==> src/rtl/fcb_wnm_pkg.sv <==
// Shared types, character codes and helpers for the 8.3 wildcard name matcher.
// No dependencies.
`default_nettype none

package fcb_wnm_pkg;

    localparam logic [7:0] CH_NUL   = 8'h00;
    localparam logic [7:0] CH_WILD  = 8'h3F;
    localparam logic [7:0] CH_SPACE = 8'h20;
    localparam logic [7:0] CH_DOT   = 8'h2E;

    localparam int NAME_LEN = 8;
    localparam int PAT_LEN  = 11;
    localparam int POS_W    = 4;

    localparam logic [POS_W-1:0] POS_NAME0 = POS_W'(0);
    localparam logic [POS_W-1:0] POS_ONE   = POS_W'(1);
    localparam logic [POS_W-1:0] POS_EXT0  = POS_W'(NAME_LEN);
    localparam logic [POS_W-1:0] POS_END   = POS_W'(PAT_LEN);

    localparam int PAT_NAME_W = 64;
    localparam int PAT_EXT_W  = 24;
    localparam int CFG_DATA_W = 64;
    localparam int CFG_IDX_W  = 1;

    localparam logic [PAT_NAME_W-1:0] PAT_NAME_RST = 64'h2020_2020_2020_2020;
    localparam logic [PAT_EXT_W-1:0]  PAT_EXT_RST  = 24'h20_2020;

    // register indexes on the configuration port
    localparam logic [CFG_IDX_W-1:0] REG_PATTERN_NAME = 1'b0;
    localparam logic [CFG_IDX_W-1:0] REG_PATTERN_EXT  = 1'b1;

    // matcher phase, one-hot
    typedef enum logic [2:0] {
        PH_NAME = 3'b001,
        PH_DOT  = 3'b010,
        PH_EXT  = 3'b100
    } phase_t;

    // one name byte handed to the step logic
    typedef struct packed {
        logic       fire;
        logic [7:0] ch;
    } step_in_t;

    function automatic logic [7:0] upcase(input logic [7:0] c);
        logic [7:0] r;
        r = c;
        if (c inside {[8'h61:8'h7A]}) begin
            r = c - 8'h20;
        end
        return r;
    endfunction

endpackage

`default_nettype wire

==> src/rtl/fcb_wnm_cfg.sv <==
// Pattern registers written through the plain configuration port.
// Depends on fcb_wnm_pkg.
`default_nettype none

module fcb_wnm_cfg (
    input  wire logic                                  aclk,
    input  wire logic                                  aresetn,
    input  wire logic                                  cfg_we,
    input  wire logic [fcb_wnm_pkg::CFG_IDX_W-1:0]     cfg_idx,
    input  wire logic [fcb_wnm_pkg::CFG_DATA_W-1:0]    cfg_data,
    output logic      [fcb_wnm_pkg::PAT_NAME_W-1:0]    pattern_name,
    output logic      [fcb_wnm_pkg::PAT_EXT_W-1:0]     pattern_ext
);

    logic [fcb_wnm_pkg::PAT_NAME_W-1:0] pattern_name_reg;
    logic [fcb_wnm_pkg::PAT_EXT_W-1:0]  pattern_ext_reg;

    always_ff @(posedge aclk) begin
        if (!aresetn) begin
            pattern_name_reg <= fcb_wnm_pkg::PAT_NAME_RST;
            pattern_ext_reg  <= fcb_wnm_pkg::PAT_EXT_RST;
        end else if (cfg_we) begin
            case (cfg_idx)
                fcb_wnm_pkg::REG_PATTERN_NAME: begin
                    pattern_name_reg <= cfg_data[fcb_wnm_pkg::PAT_NAME_W-1:0];
                end
                fcb_wnm_pkg::REG_PATTERN_EXT: begin
                    pattern_ext_reg <= cfg_data[fcb_wnm_pkg::PAT_EXT_W-1:0];
                end
                default: begin
                end
            endcase
        end
    end

    assign pattern_name = pattern_name_reg;
    assign pattern_ext  = pattern_ext_reg;

endmodule

`default_nettype wire

==> src/rtl/fcb_wnm_step.sv <==
// Match state (phase, pattern position, sticky fail) and the one-byte step logic.
// Depends on fcb_wnm_pkg.
`default_nettype none

module fcb_wnm_step (
    input  wire logic                                 aclk,
    input  wire logic                                 aresetn,
    input  wire fcb_wnm_pkg::step_in_t                step,
    input  wire logic [fcb_wnm_pkg::PAT_NAME_W-1:0]   pattern_name,
    input  wire logic [fcb_wnm_pkg::PAT_EXT_W-1:0]    pattern_ext,
    output logic                                      verdict
);

    fcb_wnm_pkg::phase_t                 phase_reg, phase_next;
    logic [fcb_wnm_pkg::POS_W-1:0]       pos_reg, pos_next;
    logic                                failed_reg, failed_next;

    logic [7:0] pat_b;
    logic [7:0] ch_up;
    logic       is_end;
    logic       name_done;
    logic       ext_ok_here;
    logic       ext_ok_first;

    // pattern byte at a position; past the extension reads as a space
    function automatic logic [7:0] pat_at(
        input logic [fcb_wnm_pkg::POS_W-1:0]     pos,
        input logic [fcb_wnm_pkg::PAT_NAME_W-1:0] pn,
        input logic [fcb_wnm_pkg::PAT_EXT_W-1:0]  pe
    );
        logic [7:0] r;
        r = fcb_wnm_pkg::CH_SPACE;
        if (pos < fcb_wnm_pkg::POS_EXT0) begin
            r = pn[{pos[2:0], 3'b000} +: 8];
        end else if (pos < fcb_wnm_pkg::POS_END) begin
            case (pos[1:0])
                2'd0:    r = pe[7:0];
                2'd1:    r = pe[15:8];
                2'd2:    r = pe[23:16];
                default: r = fcb_wnm_pkg::CH_SPACE;
            endcase
        end
        return r;
    endfunction

    function automatic logic ends_part(input logic [7:0] b);
        return (b == fcb_wnm_pkg::CH_SPACE) || (b == fcb_wnm_pkg::CH_WILD);
    endfunction

    always_comb begin
        pat_b  = pat_at(pos_reg, pattern_name, pattern_ext);
        ch_up  = fcb_wnm_pkg::upcase(step.ch);
        is_end = (step.ch == fcb_wnm_pkg::CH_NUL);

        // name part is over for this byte: out of bytes, space, or '?' facing a dot
        name_done = (pos_reg >= fcb_wnm_pkg::POS_EXT0)
                 || (pat_b == fcb_wnm_pkg::CH_SPACE)
                 || ((pat_b == fcb_wnm_pkg::CH_WILD) && (step.ch == fcb_wnm_pkg::CH_DOT));

        // end of name accepted by the extension from here / from its start
        ext_ok_here  = (pos_reg >= fcb_wnm_pkg::POS_END) || ends_part(pat_b);
        ext_ok_first = ends_part(pattern_ext[7:0]);

        verdict = 1'b0;
        if (!failed_reg) begin
            case (phase_reg)
                fcb_wnm_pkg::PH_NAME: verdict = (name_done || ends_part(pat_b)) && ext_ok_first;
                fcb_wnm_pkg::PH_DOT:  verdict = ext_ok_first;
                fcb_wnm_pkg::PH_EXT:  verdict = ext_ok_here;
                default:              verdict = 1'b0;
            endcase
        end

        phase_next  = phase_reg;
        pos_next    = pos_reg;
        failed_next = failed_reg;

        if (step.fire) begin
            if (is_end) begin
                phase_next  = fcb_wnm_pkg::PH_NAME;
                pos_next    = fcb_wnm_pkg::POS_NAME0;
                failed_next = 1'b0;
            end else if (!failed_reg) begin
                case (phase_reg)
                    fcb_wnm_pkg::PH_NAME: begin
                        if (name_done) begin
                            if (step.ch == fcb_wnm_pkg::CH_DOT) begin
                                phase_next = fcb_wnm_pkg::PH_EXT;
                                pos_next   = fcb_wnm_pkg::POS_EXT0;
                            end else begin
                                phase_next  = fcb_wnm_pkg::PH_DOT;
                                failed_next = 1'b1;
                            end
                        end else if (pat_b == fcb_wnm_pkg::CH_WILD || pat_b == ch_up) begin
                            pos_next = pos_reg + fcb_wnm_pkg::POS_ONE;
                        end else begin
                            failed_next = 1'b1;
                        end
                    end
                    fcb_wnm_pkg::PH_DOT: begin
                        if (step.ch == fcb_wnm_pkg::CH_DOT) begin
                            phase_next = fcb_wnm_pkg::PH_EXT;
                            pos_next   = fcb_wnm_pkg::POS_EXT0;
                        end else begin
                            failed_next = 1'b1;
                        end
                    end
                    fcb_wnm_pkg::PH_EXT: begin
                        if (pos_reg >= fcb_wnm_pkg::POS_END
                                || pat_b == fcb_wnm_pkg::CH_SPACE) begin
                            failed_next = 1'b1;
                        end else if (pat_b == fcb_wnm_pkg::CH_WILD || pat_b == ch_up) begin
                            pos_next = pos_reg + fcb_wnm_pkg::POS_ONE;
                        end else begin
                            failed_next = 1'b1;
                        end
                    end
                    default: begin
                        failed_next = 1'b1;
                    end
                endcase
            end
        end
    end

    always_ff @(posedge aclk) begin
        if (!aresetn) begin
            phase_reg  <= fcb_wnm_pkg::PH_NAME;
            pos_reg    <= fcb_wnm_pkg::POS_NAME0;
            failed_reg <= 1'b0;
        end else begin
            phase_reg  <= phase_next;
            pos_reg    <= pos_next;
            failed_reg <= failed_next;
        end
    end

endmodule

`default_nettype wire

==> src/rtl/fcb_wildcard_name_match.sv <==
// Top level of the 8.3 wildcard name matcher: input word register, step logic, result register.
// Depends on fcb_wnm_pkg, fcb_wnm_cfg and fcb_wnm_step.
//
//   channel  | ports                         | carries
//   ---------+-------------------------------+---------------------------------------
//   input    | s_valid s_ready s_name_char   | one name byte per word, zero ends name
//   result   | m_valid m_ready m_is_match    | one verdict word per zero byte
//   config   | cfg_we cfg_idx cfg_data       | 0 name pattern (64b), 1 ext pattern (24b)
//
// One name byte per clock, sustained, except while a zero byte waits on a held verdict. A
// byte is stepped against the pattern once it is held in the input register and, if it is
// the zero byte, its verdict is written into the result register by that step.
// Non-zero bytes never wait on the result side;
// a zero byte waits only while the previous verdict is still held. Reset (synchronous,
// aresetn low) empties both registers, sets the patterns to all spaces and re-arms the
// matcher. The user must write patterns only while no name is in flight (not enforced).
`default_nettype none

module fcb_wildcard_name_match (
    input  wire logic                                aclk,
    input  wire logic                                aresetn,
    // input channel
    input  wire logic                                s_valid,
    output logic                                     s_ready,
    input  wire logic [7:0]                          s_name_char,
    // result channel
    output logic                                     m_valid,
    input  wire logic                                m_ready,
    output logic                                     m_is_match,
    // configuration
    input  wire logic                                cfg_we,
    input  wire logic [fcb_wnm_pkg::CFG_IDX_W-1:0]   cfg_idx,
    input  wire logic [fcb_wnm_pkg::CFG_DATA_W-1:0]  cfg_data
);

    logic [fcb_wnm_pkg::PAT_NAME_W-1:0] pattern_name;
    logic [fcb_wnm_pkg::PAT_EXT_W-1:0]  pattern_ext;

    // input word register
    logic       in_vld_reg, in_vld_next;
    logic [7:0] in_char_reg;

    // result register
    logic       out_vld_reg, out_vld_next;
    logic       out_match_reg;

    logic                  in_is_end;
    logic                  out_free;
    logic                  step_go;
    logic                  verdict;
    fcb_wnm_pkg::step_in_t step;

    fcb_wnm_cfg u_cfg (
        .aclk         (aclk),
        .aresetn      (aresetn),
        .cfg_we       (cfg_we),
        .cfg_idx      (cfg_idx),
        .cfg_data     (cfg_data),
        .pattern_name (pattern_name),
        .pattern_ext  (pattern_ext)
    );

    // Only the zero byte produces a word, so only it can be held back by a full result reg.
    assign in_is_end = (in_char_reg == fcb_wnm_pkg::CH_NUL);
    assign out_free  = !out_vld_reg || m_ready;
    assign step_go   = in_vld_reg && (!in_is_end || out_free);
    assign s_ready   = !in_vld_reg || step_go;

    assign step.fire = step_go;
    assign step.ch   = in_char_reg;

    fcb_wnm_step u_step (
        .aclk         (aclk),
        .aresetn      (aresetn),
        .step         (step),
        .pattern_name (pattern_name),
        .pattern_ext  (pattern_ext),
        .verdict      (verdict)
    );

    always_comb begin
        in_vld_next = in_vld_reg;
        if (s_valid && s_ready) begin
            in_vld_next = 1'b1;
        end else if (step_go) begin
            in_vld_next = 1'b0;
        end

        out_vld_next = out_vld_reg;
        if (step_go && in_is_end) begin
            out_vld_next = 1'b1;
        end else if (m_ready) begin
            out_vld_next = 1'b0;
        end
    end

    always_ff @(posedge aclk) begin
        if (!aresetn) begin
            in_vld_reg  <= 1'b0;
            out_vld_reg <= 1'b0;
        end else begin
            in_vld_reg  <= in_vld_next;
            out_vld_reg <= out_vld_next;
        end
    end

    // payload: no reset needed
    always_ff @(posedge aclk) begin
        if (s_valid && s_ready) begin
            in_char_reg <= s_name_char;
        end
        if (step_go && in_is_end) begin
            out_match_reg <= verdict;
        end
    end

    assign m_valid    = out_vld_reg;
    assign m_is_match = out_match_reg;

endmodule

`default_nettype wire

==> config.mk <==
export PLATFORM = sky130hd
export DESIGN_NAME = fcb_wildcard_name_match
export DESIGN_NICKNAME = d
export VERILOG_FILES = /design/src/rtl/fcb_wnm_pkg.sv /design/src/rtl/fcb_wnm_cfg.sv /design/src/rtl/fcb_wnm_step.sv /design/src/rtl/fcb_wildcard_name_match.sv
export SDC_FILE = /design/constraint.sdc
export NUM_CORES = 1
export LEC_CHECK = 0
export ABC_CLOCK_PERIOD_IN_PS = 3150
export BUFFER_PORTS_ARGS = -buffer_cell sky130_fd_sc_hd__buf_2
export CAP_MARGIN = 15
export CORE_ASPECT_RATIO = 1.4
export CORE_UTILIZATION = 50
export DETAILED_ROUTE_END_ITERATION = 16
export PLACE_DENSITY = 0.74
export SLEW_MARGIN = 20
export SYNTH_ARGS = -nofsm -noshare
export SYNTH_HDL_FRONTEND = slang
export SYNTH_SLANG_ARGS = --single-unit
==> constraint.sdc <==
create_clock -name aclk -period 3.15 [get_ports aclk]
set_input_delay 0.315 -clock aclk [delete_from_list [all_inputs] [get_ports aclk]]
set_output_delay 0.315 -clock aclk [all_outputs]
set_load 0.03 [all_outputs]
### Word level (Yosys, flattened, before mapping)

Index checks and enable logic that the tools add are counted.

* shift operators: 1
* reduce and logical (&&, ||, !) cells: 30
* equality and inequality tests: 15
* add/sub/neg operators: 2
* mux-type cells: 29
* bitwise gates (word level): 1
* $lt $le $gt $ge: 6

Operators with widths (number)
* 64-bit by 7-bit indexed part select with 8-bit output: 1
* 8-bit by 6-bit == test with 1-bit output, second input constant: 5
* 4-bit 2-to-1 mux: 6
* 8-bit 2-to-1 mux: 3
* 8-bit one-hot mux with 3 select lines: 1
* 3-bit 2-to-1 mux: 5
* 4-bit one-hot mux with 3 select lines: 1
* 1-bit logical OR: 11
* 1-bit 2-to-1 mux: 10
* 8-bit == test: 1
* 4-bit greater-or-equal comparator, second input constant: 2
* 8-bit by 7-bit greater-or-equal comparator with 1-bit output, second input constant: 1
* 8-bit by 7-bit <= comparator with 1-bit output, second input constant: 1
* 8-bit logical NOT: 1
* 4-bit less-than comparator, second input constant: 2
* 8-bit by 6-bit subtractor with 8-bit output, second input constant: 1
* 1-bit logical AND: 6
* 3-bit by 2-bit inequality test with 1-bit output, second input constant: 2
* 1-bit one-hot mux with 3 select lines: 2
* 3-bit one-hot mux with 2 select lines: 1
* 5-bit AND reduction: 1
* 4-bit by 1-bit adder with 4-bit output, second input constant: 1
* 2-bit AND reduction: 2
* 4-bit AND reduction: 1
* 13 further kinds: 16

* flip-flop bits (word level): 107

### Longest topological paths before layout

* word-level depth: 11
* gate-level depth with buffers: 14
* depth with buffers taken out: 11

### Modules after synthesis

Synthesis repeated with hierarchy kept, for this count alone.

* cell total of the unflattened synthesis: 625
* area total of the unflattened synthesis: 5726.7 µm²

Modules (own cells, without submodules)
* fcb_wnm_cfg: seq. area each 1761.7 µm², area an instance 3482.1 µm², instances 1, cells an instance 361
* fcb_wnm_step: seq. area each 160.2 µm², area an instance 1831.8 µm², instances 1, cells an instance 240
* fcb_wildcard_name_match: seq. area each 310.3 µm², area an instance 412.9 µm², instances 1, cells an instance 24

### Least setup slack after synthesis

OpenSTA, ideal clock, no wires.

* kind: reg-to-reg
* from: register u_step.pos_reg[0] in the netlist's numbering
* to: register u_step.pos_reg[1] in the netlist's numbering
* setup time: 132 ps
* clock period less this slack: 3127 ps
* setup slack: 23 ps
* data required time: 3018 ps
* path buffers: 3
* cell stages (with the launch flop): 15
* arrival time: 2994 ps
* path through: dfxtp_1 > buf_6 > buf_6 > inv_1 > ha_1 > clkbuf_1 > a222oi_1 > o31ai_1 > o31ai_2 > or4_4 > nor2_1 > a21oi_2 > a211o_1 > a221oi_1 > a211oi_1

* word-level cells in the longest chain between the ends: 11
* elaborated cells on any way between the ends: 28
* those cells by class: 1 x add/sub; 4 x order compare; 6 x eq/ne; 1 x shift; 9 x mux; 7 x reduce/logical

Ends and longest elaborated chain
* start, declared: line fcb_wnm_step.sv:15 `logic [fcb_wnm_pkg::POS_W-1:0] pos_reg, pos_next;`
* start signal, assigned: line fcb_wnm_step.sv:129 `pos_reg <= fcb_wnm_pkg::POS_NAME0;`
* start signal, assigned: line fcb_wnm_step.sv:133 `pos_reg <= pos_next;`
* parallel branches: the longest is 11 deep, another holds 64-bit by 7-bit indexed part select with 8-bit output

Several ways; the timed one is not identified. The select of a mux whose other input is x is not followed.
A chain may end at the register's enable or synchronous reset.

### Worst setup path after layout

Same ends and word-level chain as after synthesis.

==> impl_metrics.env <==
export IMPL_status="completed"
export IMPL_htreeDepth=3
export IMPL_cp_data_required_time_ns=3.39
export IMPL_pwr_share_clk_pct=36.6
export IMPL_p_sw_uw=849
export IMPL_cts_root_buffer="clkbuf_16"
export IMPL_drive_gt1_share_pct=24.2
export IMPL_worstReg2RegStart="u_step.pos_reg[0]$_SDFFE_PN0P_"
export IMPL_drc=0
export IMPL_die_area_mm2=0.0108
export IMPL_synth_cell_type_count=68
export IMPL_drt_total_wl_um=14900
export IMPL_antenna_found_initial=0
export IMPL_clk_pin_slew_ns=0.08
export IMPL_gp_congestion=0.918
export IMPL_p_sw_share_pct=27.4
export IMPL_first_iter_violations=297
export IMPL_p_leak_nw=2.39
export IMPL_r2r_setup_slack_ns=0.14
export IMPL_firstDrtPassIters=6
export IMPL_fmaxAchievable_mhz=333
export IMPL_final_cells=854
export IMPL_synthesis_nets=717
export IMPL_critPathLaunchType="flip-flop"
export IMPL_crit_end="u_step.pos_reg[1]$_SDFFE_PN0P_"
export IMPL_hold_path_class="in -> reg"
export IMPL_fin_ws_ns=0.143
export IMPL_ys_ff_latch=107
export IMPL_dp_cells=837
export IMPL_cts_sinks=107
export IMPL_power_density_mw_per_mm2=496
export IMPL_antenna_cells=0
export IMPL_worst_path_max_fanout=7
export IMPL_holdWs_ns=0.131
export IMPL_pwr_share_seq_pct=48.5
export IMPL_layout_common_cells="nand2_1 (194), dfxtp_1 (96), a21oi_1 (87)"
export IMPL_startpoint="u_step.pos_reg[0]$_SDFFE_PN0P_"
export IMPL_largest_reg_flops=64
export IMPL_cts_hold_buffers=0
export IMPL_rows=43
export IMPL_ant_nets=0
export IMPL_synth_ff_type="dfxtp_1"
export IMPL_finalNetCount=797
export IMPL_dp_worst_setup_slack_ns=-0.00702
export IMPL_slew_viol_final=0
export IMPL_start_util_pct=51.9
export IMPL_hpwl_um=11400
export IMPL_endpoint_kind="flip-flop"
export IMPL_period_minus_slack_ns=3.01
export IMPL_seq_area_frac_synth_pct=43.0
export IMPL_internal_power_mw=2.25
export IMPL_port_buffers=80
export IMPL_fin_util_pct=62.3
export IMPL_vias=4819
export IMPL_dieHeight_um=123
export IMPL_r2r_end="u_step.pos_reg[1]$_SDFFE_PN0P_"
export IMPL_clockBufferDepth=2
export IMPL_globalRouteOverflowTotal=0
export IMPL_grt_pass1_vias=4769
export IMPL_syn_area_mm2=0.00519
export IMPL_hold_viol_final=0
export IMPL_cts_made_buffers=9
export IMPL_grt_pass1_wl_um=23700
export IMPL_combPwrFrac_pct=14.9
export IMPL_synth_edff_count=9
export IMPL_maxSlewHeadroom_pct=40.1
export IMPL_ios=81
export IMPL_cap_violations=0
export IMPL_wl_per_cell_um=17.4
export IMPL_max_slew_worst_pin_slew_ns=0.899
export IMPL_layout_commonest_cell="nand2_1"
export IMPL_r2r_cells=12
export IMPL_track_usage_pct=29.3
export IMPL_cts_tree="built"
export IMPL_finalSetupViolations=0
export IMPL_timing_final_crit_share_pct=95.5
export IMPL_crit_arrival_ns=3.25
export IMPL_holdPathStages=1
export IMPL_synthArstFlopShare_pct=0
export IMPL_coreArea_mm2=0.0100
export IMPL_grt_max_degree=51
export IMPL_vdd_drop_max_uv=277
export IMPL_ys_warn_count=0
export IMPL_syn_avg_cell_area_um2=8.19
export IMPL_area_growth_pct=20.1
export IMPL_fp_dieW_um=88.1
export IMPL_syn_inst=634
export IMPL_skew_ns=0.0123
export IMPL_viasPerCell=5.64
export IMPL_clock_latency_ns=0.35
export IMPL_crit_type="reg -> reg"
==> layer usage <==
metal	track usage, %	vias to the layer above	part of all wire, %
li1	-	2373	-
met4	15.1	0	4.1
met2	54.2	135	53
met1	31.7	2272	39
met3	4.44	39	3.2
met5	0	-	0
==> power groups by stage <==
stage | sequential [mW] | clock [mW] | combinational (mW)
4_1_cts | 1.50 | 1.15 | 0.450
3_3_place_gp | 1.53 | 0 | 0.439
5_1_grt | 1.51 | 1.20 | 0.512
3_5_place_dp | 1.53 | 0 | 0.448
2_1_floorplan | 1.50 | 0 | 0.298
6_report | 1.50 | 1.13 | 0.462
==> worst max-delay path: stages (launching register included) <==
cell      delay (ns)
dfxtp_1         0.38
buf_4           0.18
buf_4           0.18
mux2i_1         0.41
a221oi_2        0.14
a21oi_2         0.23
buf_4           0.15
xnor2_1         0.11
nor4_1          0.08
a21oi_2         0.31
a22oi_2         0.13
o41a_1          0.35
a211oi_1        0.26
==> kinds of logic after synthesis <==
family	Yosys count	share of synthesized area, %
AOI/OAI and AO/OA	152	18.6
xor gates and xnor gates	9	1.52
adders and majority gates	5	1.21
buffers and inverters	57	4.99
DFF	107	43.0
muxes	27	7.33
and+or+nand+nor	277	23.3
==> synthesized netlist by cell type (all sizes together) (8+ instances only) <==
cell	count	share of area, %
o21ai	9	0.94
clkbuf	26	1.9
a222oi	8	1.5
edfxtp	9	5.2
nand3	13	1.3
mux2i	14	2.7
nand2	194	14
inv	13	0.94
nor2	23	1.8
a21oi	92	9.2
dfxtp	98	38
buf	18	2.2
==> through the flow <==
step                      area [um2]  power [mW]  setup TNS, ns
after floorplan                 5190        1.80              0
after global placement          5830        1.97              0
after detailed placement        5830        1.98       -0.00702
after CTS                       6140        3.10              0
after global routing            6240        3.22        -0.0187
final                           6240        3.10              0
==> worst min path at each step <==
stage                                        start  slack, ns                                  end
2_1_floorplan                       s_name_char[0]       0.41             in_char_reg[0]$_DFFE_PP_
4_1_cts                             s_name_char[0]       0.13             in_char_reg[0]$_DFFE_PP_
5_1_grt                             s_name_char[4]       0.13             in_char_reg[4]$_DFFE_PP_
3_3_place_gp   u_cfg.pattern_name[19]$_SDFFE_PN0P_       0.44  u_cfg.pattern_name[19]$_SDFFE_PN0P_
3_5_place_dp   u_cfg.pattern_name[19]$_SDFFE_PN0P_       0.45  u_cfg.pattern_name[19]$_SDFFE_PN0P_
6_report                            s_name_char[0]       0.13             in_char_reg[0]$_DFFE_PP_
==> timing repair <==
item	in CTS	in global routing
resized for setup	2	18
endpoints found under the setup margin	1	7
pin swaps	0	2
buffers inserted	0	1
==> layout make-up <==
cell class / count / area (um2)
Sequential cell: 107 / 2230
Multi-Input combinational cell: 470 / 2800
Timing Repair Buffer: 113 / 677
Inverter: 13 / 48.8
Tap cell: 135 / 169
Clock buffer: 10 / 250
Clock inverter: 6 / 55.1
Fill cell: 908 / 3770
No activity file was read; power rests on OpenSTA's default activity.
